<file path="src/hw/rtl/setwe_pkg.sv">
// Package for the sine-eased tween engine: widths, action codes, shared types
// and the sine-squared ease table, which is built when the design is elaborated.
// No dependencies.
`default_nettype none

package setwe_pkg;

  localparam int FRAME_BITS = 16;
  localparam int EASE_DEPTH = 256;
  localparam int EASE_BITS  = $clog2(EASE_DEPTH);
  localparam int EASE_Q     = 16;
  localparam int COORD_BITS = 16;
  localparam int COL_BITS   = 8;
  localparam int DELTA_BITS = COORD_BITS + 1;
  localparam int CDELTA_BITS = COL_BITS + 1;
  localparam int NUM_CHANS  = 8;
  localparam int CHAN_BITS  = $clog2(NUM_CHANS);
  localparam int PROD_BITS  = DELTA_BITS + EASE_Q + 1;

  localparam logic [63:0] PI_HALF_Q32 = 64'd6746518852;
  localparam logic [63:0] Q16_ONE     = 64'd65536;

  typedef enum logic [2:0] {
    ACT_TICK  = 3'd0,
    ACT_START = 3'd1,
    ACT_FORCE = 3'd2,
    ACT_PLACE = 3'd3,
    ACT_SYNC  = 3'd4
  } setwe_act_e;

  typedef struct packed {
    logic                 valid;
    logic [CHAN_BITS-1:0] chan;
  } setwe_tag_t;

  typedef logic [EASE_DEPTH-1:0][EASE_Q-1:0] ease_tab_t;

  function automatic logic [63:0] ease_half(input logic [63:0] j);
    logic [63:0] x;
    logic [63:0] term;
    logic [63:0] sn;
    longint      sum;
    int          k;
    x    = (PI_HALF_Q32 * j) / EASE_DEPTH;
    term = x;
    sum  = longint'(x);
    for (k = 1; k <= 7; k++) begin
      term = (((term * x) >> 32) * x) >> 32;
      term = term / 64'((2 * k) * (2 * k + 1));
      if (k[0]) begin
        sum = sum - longint'(term);
      end else begin
        sum = sum + longint'(term);
      end
    end
    if (sum < 0) begin
      sum = 0;
    end
    sn = 64'(sum);
    if (sn > 64'hFFFF_FFFF) begin
      sn = 64'hFFFF_FFFF;
    end
    return (((sn * sn) >> 32) + 64'd32768) >> 16;
  endfunction

  function automatic ease_tab_t ease_build();
    ease_tab_t   t;
    logic [63:0] s;
    logic [63:0] h;
    int          i;
    for (i = 0; i < EASE_DEPTH; i++) begin
      if (2 * i <= EASE_DEPTH) begin
        s = ease_half(64'(i));
      end else begin
        h = ease_half(64'(EASE_DEPTH - i));
        s = (h > Q16_ONE) ? 64'd0 : Q16_ONE - h;
      end
      if (s > 64'd65535) begin
        s = 64'd65535;
      end
      t[i] = s[EASE_Q-1:0];
    end
    return t;
  endfunction

  localparam ease_tab_t EASE_TAB = ease_build();

endpackage

`default_nettype wire

</file>
<file path="src/hw/rtl/sine_eased_tween_engine_core.sv">
// Sine-eased tween engine for eight sprite channels (x, y, width, height, red, green,
// blue, alpha); it uses setwe_pkg, setwe_div and setwe_mac. Every request gives one
// result. A tick during a running move first runs the restoring divider that finds the
// ease table index, then reads the table. It then issues the channels into the shared
// two-stage multiplier, writes the last channel back and loads the output register.
// Every other request skips the divider and multiplier and goes straight on to load the
// output register. The input is taken again once the result is in the output register,
// even while that result still waits to be taken. A new result waits in its last cycle
// until the previous one has been taken.
`default_nettype none

module sine_eased_tween_engine_core (
  input  wire logic          clk_i,
  input  wire logic          rst_ni,
  input  wire logic          s_axis_tvalid,
  output logic               s_axis_tready,
  // frames, value_x, value_y, value_w, value_h, value_r, value_g, value_b, value_a
  input  wire logic [111:0]  s_axis_tdata,
  // action
  input  wire logic [2:0]    s_axis_tuser,
  output logic               m_axis_tvalid,
  input  wire logic          m_axis_tready,
  // out_x, out_y, out_w, out_h, out_r, out_g, out_b, out_a
  output logic [95:0]        m_axis_tdata,
  // moving
  output logic               m_axis_tuser
);

  localparam int CB = setwe_pkg::COORD_BITS;
  localparam int KB = setwe_pkg::COL_BITS;
  localparam int FB = setwe_pkg::FRAME_BITS;

  typedef enum logic [1:0] {
    ST_IDLE,
    ST_DIV,
    ST_MUL,
    ST_DONE
  } state_e;

  state_e state_q;

  logic [CB-1:0]                        cur_geo_q   [4];
  logic [KB-1:0]                        cur_col_q   [4];
  logic [CB-1:0]                        start_geo_q [4];
  logic [KB-1:0]                        start_col_q [4];
  logic signed [setwe_pkg::DELTA_BITS-1:0]  delta_geo_q [4];
  logic signed [setwe_pkg::CDELTA_BITS-1:0] delta_col_q [4];
  logic [CB-1:0]                        dest_geo_q  [4];
  logic [KB-1:0]                        dest_col_q  [4];
  logic [FB-1:0]                        elapsed_q;
  logic [FB-1:0]                        length_q;
  logic                                 in_motion_q;
  logic [setwe_pkg::EASE_Q-1:0]         ease_q;
  logic [setwe_pkg::CHAN_BITS:0]        iss_q;
  logic                                 m_valid_q;
  logic [95:0]                          m_data_q;
  logic                                 m_moving_q;

  logic [FB-1:0]                        in_frames;
  logic [CB-1:0]                        in_geo [4];
  logic [KB-1:0]                        in_col [4];
  setwe_pkg::setwe_act_e                act;
  logic                                 accept;
  logic                                 div_start;
  logic                                 div_done;
  logic [setwe_pkg::EASE_BITS-1:0]      div_quot;
  setwe_pkg::setwe_tag_t                iss_tag;
  setwe_pkg::setwe_tag_t                res_tag;
  logic [CB-1:0]                        mac_base;
  logic signed [setwe_pkg::DELTA_BITS-1:0] mac_delta;
  logic [CB-1:0]                        mac_res;
  logic [1:0]                           iss_lane;
  logic [1:0]                           res_lane;

  assign in_frames = s_axis_tdata[FB-1:0];
  always_comb begin
    for (int i = 0; i < 4; i++) begin
      in_geo[i] = s_axis_tdata[16 + 16 * i +: CB];
      in_col[i] = s_axis_tdata[80 + 8 * i +: KB];
    end
  end

  assign act           = setwe_pkg::setwe_act_e'(s_axis_tuser);
  assign s_axis_tready = (state_q == ST_IDLE);
  assign accept        = s_axis_tvalid && s_axis_tready;
  assign div_start     = accept && (act == setwe_pkg::ACT_TICK) && in_motion_q
                         && (length_q > elapsed_q);

  assign iss_lane      = iss_q[1:0];
  assign iss_tag.valid = (state_q == ST_MUL) && !iss_q[setwe_pkg::CHAN_BITS];
  assign iss_tag.chan  = iss_q[setwe_pkg::CHAN_BITS-1:0];
  assign mac_base  = iss_tag.chan[2] ? {{(CB - KB){1'b0}}, start_col_q[iss_lane]}
                                     : start_geo_q[iss_lane];
  assign mac_delta = iss_tag.chan[2]
                     ? {{(setwe_pkg::DELTA_BITS - setwe_pkg::CDELTA_BITS)
                         {delta_col_q[iss_lane][setwe_pkg::CDELTA_BITS-1]}},
                        delta_col_q[iss_lane]}
                     : delta_geo_q[iss_lane];
  assign res_lane  = res_tag.chan[1:0];

  setwe_div u_div (
    .clk_i   (clk_i),
    .rst_ni  (rst_ni),
    .start_i (div_start),
    .num_i   (elapsed_q),
    .den_i   (length_q),
    .done_o  (div_done),
    .quot_o  (div_quot)
  );

  setwe_mac u_mac (
    .clk_i   (clk_i),
    .rst_ni  (rst_ni),
    .tag_i   (iss_tag),
    .base_i  (mac_base),
    .delta_i (mac_delta),
    .ease_i  (ease_q),
    .tag_o   (res_tag),
    .res_o   (mac_res)
  );

  always_ff @(posedge clk_i or negedge rst_ni) begin
    if (!rst_ni) begin
      state_q     <= ST_IDLE;
      elapsed_q   <= '0;
      length_q    <= '0;
      in_motion_q <= 1'b0;
      ease_q      <= '0;
      iss_q       <= '0;
      m_valid_q   <= 1'b0;
      m_data_q    <= '0;
      m_moving_q  <= 1'b0;
      for (int i = 0; i < 4; i++) begin
        cur_geo_q[i]   <= '0;
        start_geo_q[i] <= '0;
        delta_geo_q[i] <= '0;
        dest_geo_q[i]  <= '0;
        cur_col_q[i]   <= '1;
        start_col_q[i] <= '1;
        delta_col_q[i] <= '0;
        dest_col_q[i]  <= '1;
      end
    end else begin
      if (m_valid_q && m_axis_tready && (state_q != ST_DONE)) begin
        m_valid_q <= 1'b0;
      end
      case (state_q)
        ST_IDLE: begin
          if (accept) begin
            state_q <= ST_DONE;
            case (act)
              setwe_pkg::ACT_TICK: begin
                if (in_motion_q) begin
                  if (length_q > elapsed_q) begin
                    state_q <= ST_DIV;
                  end else begin
                    in_motion_q <= 1'b0;
                    elapsed_q   <= '0;
                    cur_geo_q   <= dest_geo_q;
                    cur_col_q   <= dest_col_q;
                  end
                end
              end
              setwe_pkg::ACT_START: begin
                length_q    <= (in_frames > elapsed_q) ? (in_frames - elapsed_q) : '0;
                elapsed_q   <= '0;
                in_motion_q <= 1'b1;
                for (int i = 0; i < 4; i++) begin
                  start_geo_q[i] <= cur_geo_q[i];
                  start_col_q[i] <= cur_col_q[i];
                  delta_geo_q[i] <= $signed({in_geo[i][CB-1], in_geo[i]})
                                    - $signed({cur_geo_q[i][CB-1], cur_geo_q[i]});
                  delta_col_q[i] <= $signed({1'b0, in_col[i]})
                                    - $signed({1'b0, cur_col_q[i]});
                  dest_geo_q[i]  <= in_geo[i];
                  dest_col_q[i]  <= in_col[i];
                end
              end
              setwe_pkg::ACT_FORCE: begin
                cur_geo_q   <= dest_geo_q;
                cur_col_q   <= dest_col_q;
                elapsed_q   <= '0;
                length_q    <= '0;
                in_motion_q <= 1'b0;
              end
              setwe_pkg::ACT_PLACE: begin
                cur_geo_q <= in_geo;
                cur_col_q <= in_col;
              end
              setwe_pkg::ACT_SYNC: begin
                dest_geo_q <= cur_geo_q;
                dest_col_q <= cur_col_q;
              end
              default: begin
              end
            endcase
          end
        end
        ST_DIV: begin
          if (div_done) begin
            ease_q  <= setwe_pkg::EASE_TAB[div_quot];
            iss_q   <= '0;
            state_q <= ST_MUL;
          end
        end
        ST_MUL: begin
          if (!iss_q[setwe_pkg::CHAN_BITS]) begin
            iss_q <= iss_q + 1'b1;
          end
          if (res_tag.valid) begin
            if (res_tag.chan[2]) begin
              cur_col_q[res_lane] <= mac_res[KB-1:0];
            end else begin
              cur_geo_q[res_lane] <= mac_res;
            end
            if (res_tag.chan == '1) begin
              elapsed_q <= elapsed_q + 1'b1;
              state_q   <= ST_DONE;
            end
          end
        end
        ST_DONE: begin
          if (!m_valid_q || m_axis_tready) begin
            m_valid_q  <= 1'b1;
            m_data_q   <= {cur_col_q[3], cur_col_q[2], cur_col_q[1], cur_col_q[0],
                           cur_geo_q[3], cur_geo_q[2], cur_geo_q[1], cur_geo_q[0]};
            m_moving_q <= in_motion_q;
            state_q    <= ST_IDLE;
          end
        end
        default: begin
          state_q <= ST_IDLE;
        end
      endcase
    end
  end

  assign m_axis_tvalid = m_valid_q;
  assign m_axis_tdata  = m_data_q;
  assign m_axis_tuser  = m_moving_q;

  a_mac_only_in_mul: assert property (@(posedge clk_i) disable iff (!rst_ni)
    res_tag.valid |-> state_q == ST_MUL)
    else $error("multiplier result outside the multiply phase");

  a_div_only_in_div: assert property (@(posedge clk_i) disable iff (!rst_ni)
    div_done |-> state_q == ST_DIV)
    else $error("divider finished outside the divide phase");

  a_mul_inside_move: assert property (@(posedge clk_i) disable iff (!rst_ni)
    state_q == ST_MUL |-> in_motion_q && (elapsed_q < length_q))
    else $error("easing step without a running move");

  a_stop_snaps: assert property (@(posedge clk_i) disable iff (!rst_ni)
    $fell(in_motion_q) |-> (cur_geo_q[0] == dest_geo_q[0]) && (cur_col_q[3] == dest_col_q[3]))
    else $error("move ended without reaching its destination");

endmodule

`default_nettype wire

</file>
<file path="src/hw/rtl/setwe_div.sv">
// Restoring divider that gives the ease table index floor(elapsed * depth / length).
// One quotient bit per cycle. Depends on setwe_pkg.
`default_nettype none

module setwe_div (
  input  wire logic                                 clk_i,
  input  wire logic                                 rst_ni,
  input  wire logic                                 start_i,
  input  wire logic [setwe_pkg::FRAME_BITS-1:0]     num_i,
  input  wire logic [setwe_pkg::FRAME_BITS-1:0]     den_i,
  output logic                                      done_o,
  output logic [setwe_pkg::EASE_BITS-1:0]           quot_o
);

  localparam int CntBits = $clog2(setwe_pkg::EASE_BITS + 1);

  logic [setwe_pkg::FRAME_BITS:0]   rem_q;
  logic [setwe_pkg::FRAME_BITS:0]   rem2;
  logic [setwe_pkg::FRAME_BITS-1:0] den_q;
  logic [setwe_pkg::EASE_BITS-1:0]  quot_q;
  logic [CntBits-1:0]               cnt_q;
  logic                             done_q;
  logic                             fits;

  assign rem2 = {rem_q[setwe_pkg::FRAME_BITS-1:0], 1'b0};
  assign fits = (rem2 >= {1'b0, den_q});

  always_ff @(posedge clk_i or negedge rst_ni) begin
    if (!rst_ni) begin
      cnt_q  <= '0;
      done_q <= 1'b0;
    end else if (start_i) begin
      cnt_q  <= CntBits'(setwe_pkg::EASE_BITS);
      done_q <= 1'b0;
    end else if (cnt_q != '0) begin
      cnt_q  <= cnt_q - 1'b1;
      done_q <= (cnt_q == CntBits'(1));
    end else begin
      done_q <= 1'b0;
    end
  end

  always_ff @(posedge clk_i) begin
    if (start_i) begin
      rem_q  <= {1'b0, num_i};
      den_q  <= den_i;
      quot_q <= '0;
    end else if (cnt_q != '0) begin
      rem_q  <= fits ? (rem2 - {1'b0, den_q}) : rem2;
      quot_q <= {quot_q[setwe_pkg::EASE_BITS-2:0], fits};
    end
  end

  assign done_o = done_q;
  assign quot_o = quot_q;

endmodule

`default_nettype wire

</file>
<file path="src/hw/rtl/setwe_mac.sv">
// Shared two-stage multiply, round and add unit: base + floor((delta * s + half) / 2^16).
// Serves all eight channels in turn. Depends on setwe_pkg.
`default_nettype none

module setwe_mac (
  input  wire logic                                  clk_i,
  input  wire logic                                  rst_ni,
  input  wire setwe_pkg::setwe_tag_t                 tag_i,
  input  wire logic [setwe_pkg::COORD_BITS-1:0]      base_i,
  input  wire logic signed [setwe_pkg::DELTA_BITS-1:0] delta_i,
  input  wire logic [setwe_pkg::EASE_Q-1:0]          ease_i,
  output setwe_pkg::setwe_tag_t                      tag_o,
  output logic [setwe_pkg::COORD_BITS-1:0]           res_o
);

  localparam int PB = setwe_pkg::PROD_BITS;

  logic signed [PB-1:0]               prod_q;
  logic signed [PB-1:0]               sum;
  logic [setwe_pkg::COORD_BITS-1:0]   base_q;
  logic [setwe_pkg::COORD_BITS-1:0]   res_q;
  setwe_pkg::setwe_tag_t              tag1_q;
  setwe_pkg::setwe_tag_t              tag2_q;

  assign sum = prod_q + PB'(1 << (setwe_pkg::EASE_Q - 1));

  always_ff @(posedge clk_i or negedge rst_ni) begin
    if (!rst_ni) begin
      tag1_q <= '0;
      tag2_q <= '0;
    end else begin
      tag1_q <= tag_i;
      tag2_q <= tag1_q;
    end
  end

  always_ff @(posedge clk_i) begin
    prod_q <= PB'(delta_i) * PB'($signed({1'b0, ease_i}));
    base_q <= base_i;
    res_q  <= base_q + sum[setwe_pkg::EASE_Q +: setwe_pkg::COORD_BITS];
  end

  assign tag_o = tag2_q;
  assign res_o = res_q;

endmodule

`default_nettype wire
</file>
<file path="config.mk">
export PLATFORM = sky130hd
export DESIGN_NAME = sine_eased_tween_engine_core
export DESIGN_NICKNAME = d
export VERILOG_FILES = /design/src/hw/rtl/setwe_pkg.sv /design/src/hw/rtl/sine_eased_tween_engine_core.sv /design/src/hw/rtl/setwe_div.sv /design/src/hw/rtl/setwe_mac.sv
export SDC_FILE = /design/constraint.sdc
export NUM_CORES = 2
export LEC_CHECK = 0
export BUFFER_PORTS_ARGS = -buffer_cell sky130_fd_sc_hd__buf_2
export CAP_MARGIN = 20
export CORE_MARGIN = 8
export CORE_UTILIZATION = 31
export DETAILED_ROUTE_END_ITERATION = 8
export HOLD_SLACK_MARGIN = 0.03
export PLACE_DENSITY = 0.44
export SLEW_MARGIN = 20
export SYNTH_ARGS = -nofsm -noshare
export SYNTH_HDL_FRONTEND = slang
export SYNTH_HIERARCHICAL = 1
export SYNTH_SLANG_ARGS = --single-unit
</file>
<file path="constraint.sdc">
create_clock -name clk_i -period 7.2 [get_ports clk_i]
set_input_delay 0 -clock clk_i [delete_from_list [all_inputs] [get_ports clk_i]]
set_output_delay 0 -clock clk_i [all_outputs]
set_load 0.005 [all_outputs]
</file>
Yosys cells after proc, flatten, opt, wreduce, memory -nomap -nowiden

Memory sizes are Yosys's and may differ from the RTL's. A register that Yosys moved wholly into a read port is not among the register bits.
Index checks and enable logic that the tools add are counted.

Reduce and logical (&&, ||, !) cells: 34
Muxes and demuxes: 70
Equal/unequal tests: 22
Bitwise operators: 2
Magnitude comparators: 6
Multipliers: 1
Add/sub/neg operators: 15

Operators by type and width:

| operator                                        | count |
|---|---|
| two-way mux 64 bit                              | 5 |
| case mux 64 bit (2 select lines)                | 2 |
| two-way mux 16 bit                              | 12 |
| case mux 64 bit (3 select lines)                | 1 |
| two-way mux 32 bit                              | 5 |
| case mux 32 bit (2 select lines)                | 2 |
| case mux 16 bit (2 select lines)                | 3 |
| case mux 32 bit (3 select lines)                | 1 |
| subtractor 16 x 16 -> 17 bit                    | 4 |
| bitwise mux 64 bit                              | 1 |
| two-way mux 17 bit                              | 3 |
| subtractor 8 x 8 -> 9 bit                       | 4 |
| binary-select mux 17 bit (select 2 bit)         | 1 |
| adder 32 x 17 -> 32 bit (second input constant) | 1 |
| binary-select mux 16 bit (select 2 bit)         | 1 |
| bitwise mux 32 bit                              | 1 |
| demux 16 bit (select 2 bit)                     | 1 |
| > comparator 16 bit                             | 2 |
| multiplier 17 x 17 -> 32 bit                    | 1 |
| two-way mux 8 bit                               | 4 |
| subtractor 16 bit                               | 2 |
| AND reduction 7 bit                             | 3 |
| binary-select mux 9 bit (select 2 bit)          | 1 |
| two-way mux 9 bit                               | 2 |
| other kinds (39)                                | 87 |

Logic and storage cells: 205
Bits in read-only memories: 4096
Flip-flop bits (word level): 646
Memories: 1
Input port bits: 119
Output and inout bits: 99

Memories:

| memory          | depth | width | rd ports | clocked after Yosys merged registers in | wr ports | RTL line                            | source |
|---|---|---|---|---|---|---|---|
| (no name shown) | 256   | 16    | 1        | 1                                       | 0        | sine_eased_tween_engine_core.sv:201 | `ease_q <= setwe_pkg::EASE_TAB[div_quot];` |

Logic depth before layout (Yosys ltp)

Depth after elaboration: 9
Mapped depth: 27

Modules after synthesis

Netlist, hierarchy kept.

By module, submodules not included:

| module                       | area each (µm²) | times used | sequential area each (µm²) | cells an instance |
|---|---|---|---|---|
| sine_eased_tween_engine_core | 34002.6         | 1          | 13758.2                    | 3900 |
| setwe_mac                    | 11795.1         | 1          | 1181.1                     | 1265 |
| setwe_div                    | 3000.4          | 1          | 1246.2                     | 305 |

Least setup slack after synthesis

Ideal clock, no wire load.

Path type: reg2reg
Start point: register iss_q[0] (netlist name)
End point: register u_mac.prod_q[29]
Cell stages (with the launch flop): 25
Path slack: -53 ps
Arrival time: 7135 ps
Setup time: 118 ps
Period minus slack after synthesis: 7253 ps
Path buffers: 2
Cell sequence: dfrtp_1 clkbuf_1 buf_1 mux4_2 mux2_2 and2_1 fa_1 inv_1 fa_1 fa_1 inv_1 fa_1 fa_1 inv_1 fa_1 inv_1 ha_1 o211ai_1 o31ai_1 nand2_1 a31oi_1 o311ai_2 o211ai_1 a21oi_1 xnor2_1

Longest elaborated chain between the ends: 6
Elaborated cells on any way between the ends: 9
Classes of those cells: mul: 1; mux: 7; bitwise: 1

Ends and longest elaborated chain:

| item                                                                                                     | RTL line                                                               | source |
|---|---|---|
| start: declaration                                                                                       | sine_eased_tween_engine_core.sv:54                                     | `logic [setwe_pkg::CHAN_BITS:0] iss_q;` |
| start signal: assignment                                                                                 | sine_eased_tween_engine_core.sv:208                                    | `iss_q <= iss_q + 1'b1;` |
| inverter 2 -> 3 bit (not written as such) (*)                                                            | sine_eased_tween_engine_core.sv:97, sine_eased_tween_engine_core.sv:98 |  |
| binary-select mux 17 bit (select 2 bit) / binary-select mux 9 bit (select 2 bit) (equally long branches) | sine_eased_tween_engine_core.sv:98, sine_eased_tween_engine_core.sv:97 |  |
| two-way mux 17 bit (not written as such) / two-way mux 9 bit (equally long branches) (2 in a row)        | sine_eased_tween_engine_core.sv:98, sine_eased_tween_engine_core.sv:97 |  |
| two-way mux 17 bit (*)                                                                                   | sine_eased_tween_engine_core.sv:95                                     | `? {{(setwe_pkg::DELTA_BITS - setwe_pkg::CDELTA_BITS)` |
| via mac_delta (one bit)                                                                                  | sine_eased_tween_engine_core.sv:70                                     | `logic signed [setwe_pkg::DELTA_BITS-1:0] mac_delta;` |
| multiplier 17 x 17 -> 32 bit (*)                                                                         | setwe_mac.sv:38                                                        | `prod_q <= PB'(delta_i) * PB'($signed({1'b0, ease_i}));` |
| end signal: assignment                                                                                   | setwe_mac.sv:38                                                        |  |
| end: declaration                                                                                         | setwe_mac.sv:18                                                        | `logic signed [PB-1:0] prod_q;` |

The timed path passes the listed nets; every way through them passes the cells marked *. The select of a mux whose other input is x is not followed.
A chain may end at the register's enable or synchronous reset.

Final worst setup path

Start point: register iss_q[0] (netlist name)
End point: register u_mac.prod_q[24]

Longest elaborated chain between the ends: 6
Elaborated cells on any way between the ends: 9
Classes of those cells: mul: 1; mux: 7; bitwise: 1

Ends and longest elaborated chain:

| item                                                                                                     | RTL line |
|---|---|
| inverter 2 -> 3 bit (not written as such) (*)                                                            | sine_eased_tween_engine_core.sv:96, sine_eased_tween_engine_core.sv:98 |
| binary-select mux 17 bit (select 2 bit) / binary-select mux 9 bit (select 2 bit) (equally long branches) | sine_eased_tween_engine_core.sv:98, sine_eased_tween_engine_core.sv:96 |
| two-way mux 17 bit (not written as such) / two-way mux 9 bit (equally long branches) (2 in a row)        | sine_eased_tween_engine_core.sv:98, sine_eased_tween_engine_core.sv:96 |
| two-way mux 17 bit (*)                                                                                   | sine_eased_tween_engine_core.sv:95 |
| via mac_delta (one bit)                                                                                  | sine_eased_tween_engine_core.sv:70 |
| multiplier 17 x 17 -> 32 bit (*)                                                                         | setwe_mac.sv:38 |

Marked as above.

==> metrics.md <==
| Metric | Value |
|---|---|
| Status | finished clean |
| Die H | between 400 and 500 µm |
| Max-slew violation count | 0 |
| Vias in the first global route | 40.9k |
| Clk_skew | between 40 and 50 ps |
| Most frequent cells after synthesis | 741 x nand2_1, 548 x inv_1, 462 x dfrtp_1, 410 x o21ai_0, 390 x nor2_1 |
| Starting DRT DRC Count | ~3.8k |
| Worst Hold Class | in2async |
| Hold Vio Cnt, Final | 0 |
| GRT Overall Usage | 0.215 |
| Final worst slack | around 250 ps |
| Critical path startpoint | iss_q[0] |
| Slew HR | 0.165 |
| Synthesis-to-finish area growth | 16.7% |
| Setup violators final | 0 |
| EDFF count, synth | 32 |
| Clock transition at path regs | 60 ps |
| Post-synthesis cell count | 5470 |
| Post-synth net total | approximately 6k |
| Required time of the critical path | a little under 8000 ps |
| First-pass GRT wire length | 278 mm |
| Post-Syn Area | 48800 µm² |
| CP top delay family | adder cells |
| Total wire length | approximately 190 mm |
| NumNets Final | 6386 |
| Unique masters post-synth | 110 |
| GR peak layer | met2 |
| Clk sinks | 647 |
| Via count | between 40k and 50k |
| Main area contributors after synthesis | dfrtp_1 24%, fa_1 11%, ha_1 6.9%, nand2_1 5.7%, dfstp_2 5.2% |
| Clk buf depth | 3 |
| DPL Wire Length | between 100 and 150 mm |
| Htree depth | 3 |
| Setup TNS | 0 ps |
| Seq cells post-synth | ~650 |
| Crit path time final | approximately 7000 ps |
| Largest net degree at the start of global routing | 193 |
| Most frequent cell on the critical path | fa_1 |
| Worst hold slack | 99.0 ps |
| WP data arrival | around 7500 ps |
| Total congestion overflow | 0 |
| Post-synth top area cell | dfrtp_1 |
| Maxcap violations | 0 |
| I/O pins | roughly 220 |
| Clk_lat worst skew | between 600 and 700 ps |
| Crit path largest cell delay | ~560 ps |
| Seq/Total Area, Yosys | 0.332 |
| Via/cell ratio | 5.25 |
| Post-synth ARST share | 0.862 |
| Critical path endpoint category | flip-flop |
| Grt met3 use | 0.0324 |
| Worst-margin pin slew | 1250 ps |
| ANT nets after route | 0 |
| M2 GR Usage | 0.323 |
| Fmax | ~140 MHz |
| Buffers on Ports | approximately 220 |
| Root Driver | clkbuf_16 |
| Global-route met1 utilization | 0.323 |
| Antenna violations before repair | 30 |
| Core ar. | 156000 µm² |
| Layout cells sized above 1 | 0.138 |
| Crit share post-route | 0.966 |
| Die width | between 400 and 500 µm |
| CTS tree | yes |
| Syn Area/Cell | 8.92 µm² |
| Ys Warns | 6 |
| WL per Instance | 23.6 µm |
| Critical Path Fanout Max | 6 |
| Number of detailed-route iterations in the first pass | 8 |
| Area share of the largest cell type after synthesis | 0.237 |
| Effective utilization at floorplan | 0.312 |
| Crit path max-delay cell type | fa_1 |
| Crit path launch type | flip-flop |
| Num CTS Buffers | 85 |
| CP Class | reg2reg |
| Routability Congestion | 0.922 |
| Most common cell in the netlist | nand2_1 |
| Synth Flop Type | dfrtp_1 |
| DRC violations left | 0 |
| Die footprint | 170000 µm² |
| CP Buf/Inv Count | 12 |
| FP Rows | 145 |
| Worst r2r src | iss_q[0] |
| Post-place setup slack | -179 ps |
## worst reg2reg max path, delay by kind of cell (launching register included)
kind	cells	cell delay, ps
flops	1	540
simple gates	2	280
compound gates	5	860
buf+inv	12	1350
fa+ha+maj	7	3290
mux	1	420
xor+xnor	1	130
## final cells by class
type	count	area, µm²
Inverter	554	2080
Antenna cell	2	5.00
Fill cell	16000	99300
Timing Repair Buffer	498	3720
Clock inverter	44	618
Multi-Input combinational cell	3934	29400
Sequential cell	647	16200
Tap cell	2058	2570
Clock buffer	115	2380
## through the flow
step           instances  utilization  instance area (µm²)
5_1_grt             7850        0.364                56900
3_5_place_dp        7558        0.336                52400
6_report            7852        0.364                56900
2_1_floorplan       5470            -                48800
3_3_place_gp        7558        0.336                52400
4_1_cts             7845        0.363                56700
## what timing repair did
action	in CTS	in global routing
hold endpoints to repair	432	0
gates resized for setup	0	51
hold buffers	125	0
endpoints found under the setup margin	6	10
pin swaps	0	29
setup buffers	3	5
## cells in the final DEF, fill, tap and decap left out, drive strengths merged, types with 23 or more instances in the layout
master	instances
xnor2	96
a221o	36
a21o	50
nor2	392
mux2i	98
mux2	29
a31oi	50
a211oi	39
o21ai	434
clkinv	27
nand2	743
and3	23
xor2	45
inv	558
nand3	75
mux4	65
nor2b	61
clkbuf	116
and2	159
edfxtp	32
dfstp	96
fa	276
dfxtp	57
a22o	58
dlygate4sd3	124
dfrtp	462
buf	373
o31ai	37
a21oi	387
o211ai	28
nor3	75
nand2b	42
ha	271
o22ai	76
## registers in the layout (all words and copies together), names as in the netlist, 16 cells and up
name / cells
m_axis_tdata: 96
cur_col_q: 32
u_mac/base_q: 16
u_mac/res_o: 16
dest_col_q: 32
delta_geo_q: 68
start_col_q: 32
u_div/rem_q: 16
ease_q: 16
u_mac/prod_q: 17
dest_geo_q: 64
start_geo_q: 64
length_q: 16
u_div/den_q: 16
elapsed_q: 16
delta_col_q: 36
cur_geo_q: 64
## cell families after synthesis
logic type | count (synthesis) | synth area share
simple gates | 1658 | 0.152
compound gates | 1396 | 0.180
buf+inv | 889 | 0.0710
flops | 647 | 0.332
fa+ha+maj | 547 | 0.183
mux | 192 | 0.0568
xor+xnor | 141 | 0.0253
## routing by layer
metal  vias to the layer above  routed length [µm]
met1                     20500               89400
met4                        10                3750
li1                      19200                   -
met2                      1304               80100
met3                       206               12000
met5                         -                  47
## final timing paths
check	to	depth (start not counted)	slack, ps
max	u_mac/prod_q[24]	28	250
min	dest_col_q[26]	2	100
max reg2reg	u_mac/prod_q[24]	28	250
min reg2reg	u_mac/tag_o[0]	0	340
max in group asynchronous	m_axis_tdata[11]	4	5570
min in group clk_i	state_q[1]	5	130
Power is left out: the tool's default activity adds up to more than one toggle a clock period on the data nets, which glitch-free logic cannot reach.
